[config.mk]
export PLATFORM = sky130hd
export DESIGN_NAME = esc_pulse_sequencer_four_channel_top
export DESIGN_NICKNAME = d
export VERILOG_FILES = /design/src/hdl/esc_ps_pkg.sv /design/src/hdl/esc_ps_lane.sv /design/src/hdl/esc_ps_merge.sv /design/src/hdl/esc_pulse_sequencer_four_channel_top.sv
export SDC_FILE = /design/constraint.sdc
export NUM_CORES = 2
export LEC_CHECK = 0
export BUFFER_PORTS_ARGS = -buffer_cell sky130_fd_sc_hd__buf_2
export CAP_MARGIN = 30
export CORE_ASPECT_RATIO = 1.25
export CORE_MARGIN = 2
export CORE_UTILIZATION = 25
export CTS_CLUSTER_SIZE = 40
export DETAILED_ROUTE_END_ITERATION = 16
export PLACE_DENSITY_LB_ADDON = 0.1
export SYNTH_ARGS = -nofsm -noshare
export SYNTH_HDL_FRONTEND = slang
export SYNTH_SLANG_ARGS = --single-unit
export TNS_END_PERCENT = 10
[constraint.sdc]
create_clock -name clk -period 8.4 [get_ports clk]
set_clock_uncertainty 0.05 [all_clocks]
set_input_delay 2.52 -clock clk [delete_from_list [all_inputs] [get_ports clk]]
set_output_delay 2.52 -clock clk [all_outputs]
set_load 0.1 [all_outputs]
[src/hdl/esc_ps_pkg.sv]
`timescale 1ns / 1ps
// ----------------------------------------------------------------------------
// esc_ps_pkg
// Shared types and constants for the four-channel ESC pulse sequencer.
// ----------------------------------------------------------------------------
package esc_ps_pkg;

  localparam int NUM_MOTORS = 4;

  typedef logic [7:0] speed_t;
  typedef logic [8:0] width_t;
  typedef logic [9:0] period_t;
  typedef logic [1:0] slot_t;
  typedef logic [NUM_MOTORS-1:0] pins_t;

  localparam period_t GAP_RELOAD_RESET  = 10'd249;
  localparam period_t IDLE_RELOAD_RESET = 10'd499;

  typedef enum logic [0:0] {
    CFG_GAP_RELOAD  = 1'b0,
    CFG_IDLE_RELOAD = 1'b1
  } cfg_idx_t;

  typedef enum logic [0:0] {
    FUNC_TICK = 1'b0,
    FUNC_SET  = 1'b1
  } func_t;

  // what one lane hands to the merge stage
  typedef struct packed {
    width_t width;
    speed_t readback;
  } lane_out_t;

  typedef struct packed {
    pins_t                       pins;
    slot_t                       slot;
    logic [NUM_MOTORS-1:0][7:0]  readback;
  } result_t;

endpackage

[src/hdl/esc_ps_lane.sv]
`timescale 1ns / 1ps
// ----------------------------------------------------------------------------
// esc_ps_lane
// One motor lane: turns an 8-bit speed into a pulse width and the speed
// recovered from that width, in three registered steps.
// ----------------------------------------------------------------------------
module esc_ps_lane #(
  parameter int PULSE_MIN_COUNT = 125
) (
  input  logic                  clk,
  input  logic                  en,
  input  esc_ps_pkg::speed_t    speed,
  output esc_ps_pkg::lane_out_t lane_out
);
  import esc_ps_pkg::*;

  localparam int PROD_W  = 16;
  localparam int RECIP_W = PROD_W + 1;
  localparam int MUL_W   = PROD_W + RECIP_W;

  // exact reciprocals for any dividend below 2**PROD_W
  localparam int DIV255_SHIFT = PROD_W + 8;
  localparam longint unsigned DIV255_RECIP =
    ((64'd1 << DIV255_SHIFT) + 64'd254) / 64'd255;
  localparam int RB_SHIFT = PROD_W + $clog2(PULSE_MIN_COUNT);
  localparam longint unsigned RB_RECIP =
    ((64'd1 << RB_SHIFT) + 64'(PULSE_MIN_COUNT) - 64'd1) / 64'(PULSE_MIN_COUNT);

  localparam logic [7:0]         MIN_K    = 8'(PULSE_MIN_COUNT);
  localparam logic [RECIP_W-1:0] DIV255_K = RECIP_W'(DIV255_RECIP);
  localparam logic [RECIP_W-1:0] RB_K     = RECIP_W'(RB_RECIP);

  logic [PROD_W-1:0] prod_r;
  logic              zero1_r;
  logic [7:0]        quot_r;
  logic              zero2_r;
  width_t            width_r;
  speed_t            readback_r;

  logic [MUL_W-1:0]  div255_full;
  logic [PROD_W-1:0] scaled;
  logic [MUL_W-1:0]  rb_full;

  always_comb begin
    div255_full = MUL_W'(prod_r) * MUL_W'(DIV255_K);
    // quotient times 255
    scaled      = {quot_r, 8'b0} - PROD_W'(quot_r);
    rb_full     = MUL_W'(scaled) * MUL_W'(RB_K);
  end

  always_ff @(posedge clk) begin
    if (en) begin
      prod_r     <= PROD_W'(MIN_K) * PROD_W'(speed);
      zero1_r    <= (speed == 8'd0);
      quot_r     <= 8'(div255_full >> DIV255_SHIFT);
      zero2_r    <= zero1_r;
      width_r    <= zero2_r ? 9'd0 : (9'(quot_r) + 9'(MIN_K));
      readback_r <= 8'(rb_full >> RB_SHIFT);
    end
  end

  assign lane_out.width    = width_r;
  assign lane_out.readback = readback_r;

endmodule

[src/hdl/esc_ps_merge.sv]
`timescale 1ns / 1ps
// ----------------------------------------------------------------------------
// esc_ps_merge
// Merge stage: keeps the stored widths, the slot timer and the pin state,
// applies one transaction per push and forms its result.
// ----------------------------------------------------------------------------
module esc_ps_merge (
  input  logic                  clk,
  input  logic                  rst_n,
  input  logic                  push,
  input  esc_ps_pkg::func_t     func,
  input  esc_ps_pkg::lane_out_t lanes [esc_ps_pkg::NUM_MOTORS],
  input  esc_ps_pkg::period_t   gap_reload,
  input  esc_ps_pkg::period_t   idle_reload,
  output esc_ps_pkg::result_t   result
);
  import esc_ps_pkg::*;

  width_t  widths_r   [NUM_MOTORS];
  width_t  widths_nxt [NUM_MOTORS];
  speed_t  rb_r       [NUM_MOTORS];
  speed_t  rb_nxt     [NUM_MOTORS];
  slot_t   slot_r, slot_nxt;
  logic    pin_r, pin_nxt;
  period_t tick_r, tick_nxt;
  period_t period_r, period_nxt;

  always_comb begin
    widths_nxt = widths_r;
    rb_nxt     = rb_r;
    slot_nxt   = slot_r;
    pin_nxt    = pin_r;
    tick_nxt   = tick_r;
    period_nxt = period_r;
    if (push) begin
      if (func == FUNC_SET) begin
        for (int i = 0; i < NUM_MOTORS; i++) begin
          widths_nxt[i] = lanes[i].width;
          rb_nxt[i]     = lanes[i].readback;
        end
      end else if (tick_r >= period_r) begin
        tick_nxt = '0;
        if (pin_r) begin
          pin_nxt    = 1'b0;
          period_nxt = gap_reload;
          slot_nxt   = slot_r + 2'd1;
        end else if (widths_r[slot_r] != '0) begin
          pin_nxt    = 1'b1;
          period_nxt = 10'(widths_r[slot_r]);
        end else begin
          period_nxt = idle_reload;
          slot_nxt   = slot_r + 2'd1;
        end
      end else begin
        tick_nxt = tick_r + 10'd1;
      end
    end
  end

  always_ff @(posedge clk) begin
    if (!rst_n) begin
      for (int i = 0; i < NUM_MOTORS; i++) begin
        widths_r[i] <= '0;
        rb_r[i]     <= '0;
      end
      slot_r   <= '0;
      pin_r    <= 1'b0;
      tick_r   <= '0;
      period_r <= GAP_RELOAD_RESET;
    end else begin
      widths_r <= widths_nxt;
      rb_r     <= rb_nxt;
      slot_r   <= slot_nxt;
      pin_r    <= pin_nxt;
      tick_r   <= tick_nxt;
      period_r <= period_nxt;
    end
  end

  always_comb begin
    result.pins = pin_nxt ? (pins_t'(1) << slot_nxt) : '0;
    result.slot = slot_nxt;
    for (int i = 0; i < NUM_MOTORS; i++) begin
      result.readback[i] = rb_nxt[i];
    end
  end

endmodule

[src/hdl/esc_pulse_sequencer_four_channel_top.sv]
`timescale 1ns / 1ps
// ----------------------------------------------------------------------------
// esc_pulse_sequencer_four_channel_top
// Four-channel ESC pulse sequencer: timer-driven slot pulses per motor.
// ----------------------------------------------------------------------------
// Usage:
//   in_*  : one transaction per item; in_func = tick advances the slot timer,
//           in_func = set loads four speeds (0 = motor off).
//   out_* : exactly one result per input transaction, in order: pin levels,
//           running slot and the four speeds read back from stored widths.
//   cfg_* : writes gap_reload (index 0) or idle_reload (index 1); always
//           ready, write only while no transaction is in flight.
//   Path: a result passes through the three lane stages, then the merge
//   stage writes the output register.
//   Throughput: one transaction per cycle when not stalled; the four lanes
//   work in parallel and the merge stage updates timer and pin state per push.
//   Stall: an output register plus one skid entry; in_ready depends only on
//   the skid entry, so the pipeline freezes while a result waits there, and
//   no result is lost.
//   Reset: widths zero, slot 0, pin low, timer 0, period 249, gap 249,
//   idle 499; the pipeline and output buffer are emptied.
// ----------------------------------------------------------------------------
module esc_pulse_sequencer_four_channel_top #(
  parameter int PULSE_MIN_COUNT = 125
) (
  input  logic                 clk,
  input  logic                 rst_n,
  input  logic                 cfg_valid,
  output logic                 cfg_ready,
  input  esc_ps_pkg::cfg_idx_t cfg_index,
  input  esc_ps_pkg::period_t  cfg_data,
  input  logic                 in_valid,
  output logic                 in_ready,
  input  logic                 in_func,
  input  esc_ps_pkg::speed_t   in_speed_front_right,
  input  esc_ps_pkg::speed_t   in_speed_front_left,
  input  esc_ps_pkg::speed_t   in_speed_back_right,
  input  esc_ps_pkg::speed_t   in_speed_back_left,
  output logic                 out_valid,
  input  logic                 out_ready,
  output esc_ps_pkg::pins_t    out_pin_levels,
  output esc_ps_pkg::slot_t    out_active_slot,
  output esc_ps_pkg::speed_t   out_readback_front_right,
  output esc_ps_pkg::speed_t   out_readback_front_left,
  output esc_ps_pkg::speed_t   out_readback_back_right,
  output esc_ps_pkg::speed_t   out_readback_back_left
);
  import esc_ps_pkg::*;

  localparam int STAGES = 3;

  period_t gap_r, gap_nxt;
  period_t idle_r, idle_nxt;

  logic      en;
  logic      push;
  logic      pop;
  logic      vld_r  [STAGES];
  func_t     func_r [STAGES];
  speed_t    lane_speed [NUM_MOTORS];
  lane_out_t lane_res   [NUM_MOTORS];
  result_t   merge_res;

  logic    out_valid_r, skid_valid_r;
  result_t out_data_r, skid_data_r;

  // configuration registers
  assign cfg_ready = 1'b1;

  always_comb begin
    gap_nxt  = gap_r;
    idle_nxt = idle_r;
    if (cfg_valid) begin
      unique case (cfg_index)
        CFG_GAP_RELOAD:  gap_nxt  = cfg_data;
        CFG_IDLE_RELOAD: idle_nxt = cfg_data;
      endcase
    end
  end

  always_ff @(posedge clk) begin
    if (!rst_n) begin
      gap_r  <= GAP_RELOAD_RESET;
      idle_r <= IDLE_RELOAD_RESET;
    end else begin
      gap_r  <= gap_nxt;
      idle_r <= idle_nxt;
    end
  end

  // pipeline moves whenever the skid entry is free
  assign en       = !skid_valid_r;
  assign in_ready = en;
  assign push     = en && vld_r[STAGES-1];
  assign pop      = out_valid_r && out_ready;

  always_ff @(posedge clk) begin
    if (!rst_n) begin
      for (int s = 0; s < STAGES; s++) begin
        vld_r[s] <= 1'b0;
      end
    end else if (en) begin
      vld_r[0] <= in_valid;
      for (int s = 1; s < STAGES; s++) begin
        vld_r[s] <= vld_r[s-1];
      end
    end
  end

  always_ff @(posedge clk) begin
    if (en) begin
      func_r[0] <= func_t'(in_func);
      for (int s = 1; s < STAGES; s++) begin
        func_r[s] <= func_r[s-1];
      end
    end
  end

  assign lane_speed[0] = in_speed_front_right;
  assign lane_speed[1] = in_speed_front_left;
  assign lane_speed[2] = in_speed_back_right;
  assign lane_speed[3] = in_speed_back_left;

  for (genvar g = 0; g < NUM_MOTORS; g++) begin : g_lane
    esc_ps_lane #(
      .PULSE_MIN_COUNT(PULSE_MIN_COUNT)
    ) u_lane (
      .clk     (clk),
      .en      (en),
      .speed   (lane_speed[g]),
      .lane_out(lane_res[g])
    );
  end

  esc_ps_merge u_merge (
    .clk        (clk),
    .rst_n      (rst_n),
    .push       (push),
    .func       (func_r[STAGES-1]),
    .lanes      (lane_res),
    .gap_reload (gap_r),
    .idle_reload(idle_r),
    .result     (merge_res)
  );

  // output register with one skid entry
  always_ff @(posedge clk) begin
    if (!rst_n) begin
      out_valid_r  <= 1'b0;
      skid_valid_r <= 1'b0;
    end else if (skid_valid_r) begin
      if (pop) begin
        skid_valid_r <= 1'b0;
      end
    end else if (push) begin
      if (out_valid_r && !pop) begin
        skid_valid_r <= 1'b1;
      end else begin
        out_valid_r <= 1'b1;
      end
    end else if (pop) begin
      out_valid_r <= 1'b0;
    end
  end

  always_ff @(posedge clk) begin
    if (skid_valid_r) begin
      if (pop) begin
        out_data_r <= skid_data_r;
      end
    end else if (push) begin
      if (out_valid_r && !pop) begin
        skid_data_r <= merge_res;
      end else begin
        out_data_r <= merge_res;
      end
    end
  end

  assign out_valid                = out_valid_r;
  assign out_pin_levels           = out_data_r.pins;
  assign out_active_slot          = out_data_r.slot;
  assign out_readback_front_right = out_data_r.readback[0];
  assign out_readback_front_left  = out_data_r.readback[1];
  assign out_readback_back_right  = out_data_r.readback[2];
  assign out_readback_back_left   = out_data_r.readback[3];

endmodule

=== Yosys cells after proc, flatten, opt, wreduce, memory -nomap -nowiden ===
Memories as Yosys holds them, arrays and structs flattened.
Index checks and enable logic that the tools add are counted.

* Register bits: 357
* Bits in writable memories: 6
* Input port bits: 49
* Memories kept: 2

{| class="wikitable"
|+ Memory list
! memory !! words !! width !! rd ports !! clocked after memory_dff !! wr ports !! line !! text
|-
| func_r || 3 || 1 || 3 || 0 || 3 || esc_pulse_sequencer_four_channel_top.sv:59 || <nowiki>func_t func_r [STAGES];</nowiki>
|-
| vld_r || 3 || 1 || 3 || 0 || 3 || esc_pulse_sequencer_four_channel_top.sv:58 || <nowiki>logic vld_r [STAGES];</nowiki>
|}

* Add/sub/neg operators: 10
* Multiply operators: 12
* Magnitude comparators: 2
* Equal/unequal tests: 3
* Shifts and indexed selects: 1
* Multiplexer cells: 37
* Bitwise logic cells: 7
* Reduce and logical (&&, ||, !) cells: 20

{| class="wikitable"
|+ Operators by type and width
! kind !! number
|-
| 38-bit two-way mux || 4
|-
| 15-bit by 16-bit multiplier with 31-bit output (second input constant) || 4
|-
| 16-bit by 17-bit multiplier with 31-bit output (second input constant) || 4
|-
| 32-bit two-way mux || 2
|-
| 16-bit by 8-bit subtractor with 16-bit output || 4
|-
| 7-bit by 8-bit multiplier with 15-bit output (first input constant) || 4
|-
| 8-bit by 7-bit adder with 9-bit output (second input constant) || 4
|-
| 8-bit logical NOT || 4
|-
| 10-bit two-way mux || 3
|-
| 1-bit two-way mux || 19
|-
| 9-bit binary-select mux with 2-bit select || 1
|-
| 9-bit two-way mux || 2
|-
| 3-bit AND reduction || 4
|-
| 10-bit by 1-bit adder with 10-bit output (second input constant) || 1
|-
| 10-bit greater-or-equal comparator || 1
|-
| 2-bit two-way mux || 5
|-
| 9-bit nonzero test || 1
|-
| 2-bit AND reduction || 4
|-
| 2-bit inequality test (second input constant) || 3
|-
| 4-bit two-way mux || 1
|-
| 2-bit nonzero test || 2
|-
| 1-bit by 2-bit << shifter with 4-bit output (first input constant) || 1
|-
| 3-bit greater-or-equal comparator (second input constant) || 1
|-
| 1-bit logical AND || 3
|-
| other kinds (5) || 10
|}

=== Longest topological paths before layout ===
* Depth after elaboration: 15
* Gate-level depth with buffers: 26
* Mapped depth without buffers: 25

=== By module ===
A second synthesis with hierarchy kept.

* Cells, all modules: 3491
* Area, all modules: 36891.6 µm²

{| class="wikitable"
|+ Modules (own cells, without submodules)
! module !! times used !! cells each !! area each (µm²) !! sequential area each (µm²)
|-
| esc_ps_lane (g_lane[0].u_lane) || 1 || 710 || 7383.3 || 1261.2
|-
| esc_ps_lane (g_lane[3].u_lane) || 1 || 701 || 7333.3 || 1261.2
|-
| esc_ps_lane (g_lane[2].u_lane) || 1 || 693 || 7185.6 || 1261.2
|-
| esc_ps_lane (g_lane[1].u_lane) || 1 || 658 || 7053.0 || 1261.2
|-
| esc_ps_merge || 1 || 509 || 4080.2 || 1821.7
|-
| esc_pulse_sequencer_four_channel_top || 1 || 220 || 3856.2 || 2902.8
|}

=== Worst setup path after synthesis ===
No wires, ideal clock.

* Kind: register to output
* Start point: register skid_valid_r
* End point: output port in_ready
* Arrival time: 6100 ps
* Required time: 5830 ps
* Path slack: -270 ps
* Cell stages (with the launch flop): 3
* Path through: dfxtp_1 clkinv_1 clkbuf_1

* Word-level cells in the longest chain between the ends: 1

{| class="wikitable"
|+ Ends and longest elaborated chain
! what !! line !! text
|-
| start, declared || esc_pulse_sequencer_four_channel_top.sv:64 || <nowiki>logic out_valid_r, skid_valid_r;</nowiki>
|-
| start signal, assigned || esc_pulse_sequencer_four_channel_top.sv:150 || <nowiki>skid_valid_r <= 1'b0;</nowiki>
|-
| start signal, assigned || esc_pulse_sequencer_four_channel_top.sv:153 || <nowiki>skid_valid_r <= 1'b0;</nowiki>
|-
| start signal, assigned || esc_pulse_sequencer_four_channel_top.sv:157 || <nowiki>skid_valid_r <= 1'b1;</nowiki>
|-
| 1-bit logical NOT || esc_pulse_sequencer_four_channel_top.sv:92 || <nowiki>assign en = !skid_valid_r;</nowiki>
|-
| end, declared || esc_pulse_sequencer_four_channel_top.sv:33 || <nowiki>output logic in_ready,</nowiki>
|}

Every way passes these cells.

=== Worst setup path after layout ===
* Start point: register g_lane[1].u_lane.quot_r[0]
* End point: register g_lane[1].u_lane.readback_r[5], data pin

* Word-level cells in the longest chain between the ends: 2

{| class="wikitable"
|+ Ends and longest elaborated chain
! what !! line !! text
|-
| start, declared || esc_ps_lane.sv:35 || <nowiki>logic [7:0] quot_r;</nowiki>
|-
| start signal, assigned || esc_ps_lane.sv:55 || <nowiki>quot_r <= 8'(div255_full >> DIV255_SHIFT);</nowiki>
|-
| 16-bit by 8-bit subtractor with 16-bit output || esc_ps_lane.sv:47 || <nowiki>scaled = {quot_r, 8'b0} - PROD_W'(quot_r);</nowiki>
|-
| 16-bit by 17-bit multiplier with 31-bit output || esc_ps_lane.sv:48 || <nowiki>rb_full = MUL_W'(scaled) * MUL_W'(RB_K);</nowiki>
|-
| named net g_lane[1].u_lane.rb_full[28] || esc_ps_lane.sv:42 || <nowiki>logic [MUL_W-1:0] rb_full;</nowiki>
|-
| end signal, assigned || esc_ps_lane.sv:58 || <nowiki>readback_r <= 8'(rb_full >> RB_SHIFT);</nowiki>
|-
| end, declared || esc_ps_lane.sv:38 || <nowiki>speed_t readback_r;</nowiki>
|}

The timed path passes the listed nets, and every way through them passes these cells.
A chain may end at the register's enable or synchronous reset.

==> out/qor.txt <==
====================================================================================
Slowest cell on crit path ............................................. sky130_fd_sc_hd__edfxtp_1
Crit path buffers/inverters ...........................................            5
Yosys warning count ...................................................            0
Area grow syn2layout ..................................................       12.28%
Endpoint kind of the worst setup timing path ..........................    flip-flop
Synth Net Count .......................................................         4635
Initial antenna violation count .......................................            2
Number of synthesized register bits ...................................          363
Share of the synthesized netlist area taken by xor and xnor gates .....       3.641%
Proportion of synthesized flip-flops having asynchronous set or reset .           0%
Measured slew at the worst slew-check pin .............................    0.9346 ns
Remaining max-slew budget at the tightest pin .........................       37.22%
Synth Area in Adders ..................................................       45.23%
Buffer cell driving the clock tree root ............................... sky130_fd_sc_hd__clkbuf_16
Worst Setup Start Kind ................................................    flip-flop
Wire length of the first global-routing pass ..........................    134900 µm
HPWL after DPL ........................................................     67330 µm
Netlist cell types ....................................................           73
Post-layout net count .................................................         4742
Dominant combinational cell family by area after synthesis ............  adder cells
Synthesized netlist cell count ........................................         3423
Leading area contributor after synthesis .............................. sky130_fd_sc_hd__ha_1
Number of violations of the max-capacitance limit .....................            0
Worst setup path category ............................................. flip-flop to flip-flop
Cells along the critical path ......................................... inv_1 > ha_1 > inv_1 > nor2_1 > xnor2_1 > buf_4 > nor2_1 > inv_1 > fa_1 > fa_1 > fa_1 > inv_1 > fa_1 > ha_1 > ha_1 > a21o_1 > a21o_1 > a221oi_1 > o2111ai_1 > o21ai_0 > o21bai_1 > or4_1 > nand4b_1
Worst hold path cell count ............................................            0
First DRT Iteration DRCs ..............................................          713
Via-to-Cell Ratio .....................................................        4.252
Post-Synth Simple-Gate Area ...........................................       9.302%
Period utilization ....................................................       84.46%
Layout cells sized above 1 ............................................       7.901%
WL/cell ...............................................................     15.20 µm
Initial cell density of the core ......................................       25.13%
Final-layout setup total negative slack ...............................         0 ns
Row count .............................................................          156
DR vias ...............................................................        23242
Delay of the slowest cell on the worst path ...........................      0.67 ns
Required time reported for the critical path endpoint .................      8.83 ns
Final Hold Viols ......................................................            0
Detailed-route wire length ............................................     83070 µm
Slew Viols, Final .....................................................            0
Share of the yosys chip area belonging to registers ...................       26.92%
Setup Buffers After CTS ...............................................            0
Full die area .........................................................   148300 µm²
Placer Congestion .....................................................       0.7333
Post-DP Area ..........................................................    39150 µm²
Predominant post-synthesis flop cell .................................. sky130_fd_sc_hd__edfxtp_1
Setup violations, final ...............................................            0
Gate family responsible for the most delay along the worst path .......  adder cells
Critical path peak fanout .............................................           12
Kind of path behind the tightest hold check ........................... flip-flop to flip-flop
Status ................................................................ complete, no violations
Most used standard cells in the synthesized netlist ................... sky130_fd_sc_hd__ha_1, sky130_fd_sc_hd__inv_1, sky130_fd_sc_hd__nand2_1
TritonCTS clock tree ..................................................        built
Synth top area cells .................................................. sky130_fd_sc_hd__ha_1, sky130_fd_sc_hd__edfxtp_1, sky130_fd_sc_hd__fa_1
Portion of netlist area occupied by mux cells .........................       2.003%
Cell area after technology mapping ....................................    36290 µm²
Setup repair after global routing missed its margin ...................           no
F_max .................................................................   0.1410 GHz
EDFF count, synth .....................................................          250
Largest net degree at the start of global routing .....................           96
Drc violations ........................................................            0
I/O pin count .........................................................           90
Syn_area_per_cell .....................................................    10.60 µm²
CTS hold repair buffers ...............................................            0
Global route total overflow ...........................................            0
Worst endpoint data arrival time ......................................      7.52 ns
CTS buffer count ......................................................           47
Share of the synthesized area in the top cell type ....................       31.55%
First-pass iteration count of the detailed router .....................            5
Clock insertion delay at the later pin of the skew report .............      0.62 ns
Via count of the first global-routing pass ............................        24455
Combined global-route utilization of all metal layers .................       11.46%
Die span in x .........................................................     344.8 µm
Most repeated cell in the gate-level netlist after synthesis .......... sky130_fd_sc_hd__ha_1
Clock-pin slew on the worst setup and hold paths ......................      0.06 ns
Share of the synthesized area in compound gates (AO/OA/AOI/OAI) .......       6.654%
Height of the die .....................................................     430.0 µm
Post-CTS resize count .................................................            0
Deepest clock path buffer count .......................................            3
Number of cells on the critical path ..................................           23
Maximum level of the CTS H-tree .......................................            2
Area of all placed cells without fillers ..............................    40750 µm²
Tmin final ............................................................     7.094 ns
Residual antenna-violating net count after detailed routing ...........            0
Total of buffers placed on input and output ports .....................           88
Core outline area .....................................................   144400 µm²
Depth of the worst register-to-register path ..........................           23
Clock sink count ......................................................          363
====================================================================================
worst reg2reg max path, cell delays in order (launching register included):
cell	delay, ns
sky130_fd_sc_hd__edfxtp_1	0.67
sky130_fd_sc_hd__inv_1	0.15
sky130_fd_sc_hd__ha_1	0.30
sky130_fd_sc_hd__inv_1	0.12
sky130_fd_sc_hd__nor2_1	0.06
sky130_fd_sc_hd__xnor2_1	0.12
sky130_fd_sc_hd__buf_4	0.17
sky130_fd_sc_hd__nor2_1	0.38
sky130_fd_sc_hd__inv_1	0.16
sky130_fd_sc_hd__fa_1	0.60
sky130_fd_sc_hd__fa_1	0.46
sky130_fd_sc_hd__fa_1	0.55
sky130_fd_sc_hd__inv_1	0.05
sky130_fd_sc_hd__fa_1	0.46
sky130_fd_sc_hd__ha_1	0.31
sky130_fd_sc_hd__ha_1	0.33
sky130_fd_sc_hd__a21o_1	0.19
sky130_fd_sc_hd__a21o_1	0.17
sky130_fd_sc_hd__a221oi_1	0.40
sky130_fd_sc_hd__o2111ai_1	0.24
sky130_fd_sc_hd__o21ai_0	0.33
sky130_fd_sc_hd__o21bai_1	0.18
sky130_fd_sc_hd__or4_1	0.42
sky130_fd_sc_hd__nand4b_1	0.10
cell type report:
class / instances / area (µm²)
Sequential cell: 363 / 9769
Antenna cell: 1 / 2.502
Inverter: 535 / 2016
Fill cell: 15267 / 103700
Tap cell: 1896 / 2372
Clock inverter: 30 / 285.3
Multi-Input combinational cell: 2460 / 24270
Clock buffer: 58 / 1309
Timing Repair Buffer: 123 / 719.4
registers in the layout, summed over array words and instances (netlist names), 32 cells and up:
signal                    flops
g_lane.u_lane.quot_r         32
g_lane.u_lane.readback_r     32
skid_data_r                  38
u_merge.rb_r                 32
u_merge.widths_r             36
g_lane.u_lane.width_r        36
g_lane.u_lane.prod_r         60
stage by stage:
stage | util [%] | worst slack, ns | hold slack [ns] | std cells
final | 28.21 | 1.306 | 0.3756 | 5466
after global routing | 28.21 | 0.6547 | 0.3884 | 5465
after CTS | 28.21 | 1.221 | 0.3735 | 5465
after detailed placement | 27.11 | 1.262 | 0.3617 | 5377
after global placement | 27.08 | 1.324 | 0.3561 | 5374
after floorplan | - | 1.926 | 0.3503 | 3423
cell families after synthesis:
logic type / count (synthesis)
XOR/XNOR: 150
multiplexers: 56
buffers and inverters: 600
AO/OA/AOI/OAI: 379
AND/OR/NAND/NOR: 711
other: 1
adder cells (fa/ha/maj): 1163
flip-flops: 363
path summary, 6_finish.rpt:
| path | endpoint | start | slack (ns) |
|---|---|---|---|
| worst min-delay path | g_lane[1].u_lane.zero2_r | g_lane[1].u_lane.zero1_r | 0.38 |
| worst max register to register | g_lane[1].u_lane.readback_r[5] | g_lane[1].u_lane.quot_r[0] | 1.31 |
| worst min register to register | g_lane[1].u_lane.zero2_r | g_lane[1].u_lane.zero1_r | 0.38 |
| worst max-delay path | g_lane[1].u_lane.readback_r[5] | g_lane[1].u_lane.quot_r[0] | 1.31 |
placed cells by master (no fill, tap or decap), types with 51 or more instances in the layout:
cell / count
sky130_fd_sc_hd__ha_1: 915
sky130_fd_sc_hd__nand2_1: 301
sky130_fd_sc_hd__a21oi_1: 140
sky130_fd_sc_hd__xor2_1: 53
sky130_fd_sc_hd__edfxtp_1: 250
sky130_fd_sc_hd__o21ai_0: 54
sky130_fd_sc_hd__dfxtp_1: 113
sky130_fd_sc_hd__buf_2: 88
sky130_fd_sc_hd__xnor2_1: 96
sky130_fd_sc_hd__a21o_1: 51
sky130_fd_sc_hd__nor2_1: 125
sky130_fd_sc_hd__fa_1: 248
sky130_fd_sc_hd__inv_1: 533
metal layers:
layer | track usage, % | share of wire (%) | vias up
met5 | 0 | 0 | -
met4 | 2.399 | 1.8 | 0
met3 | 1.427 | 2.3 | 72
met2 | 19.72 | 48 | 165
met1 | 15.27 | 48 | 11065
li1 | - | - | 11940
Power is not shown: default switching activity piles up to over one toggle a cycle in this logic, so the estimate is an artifact.
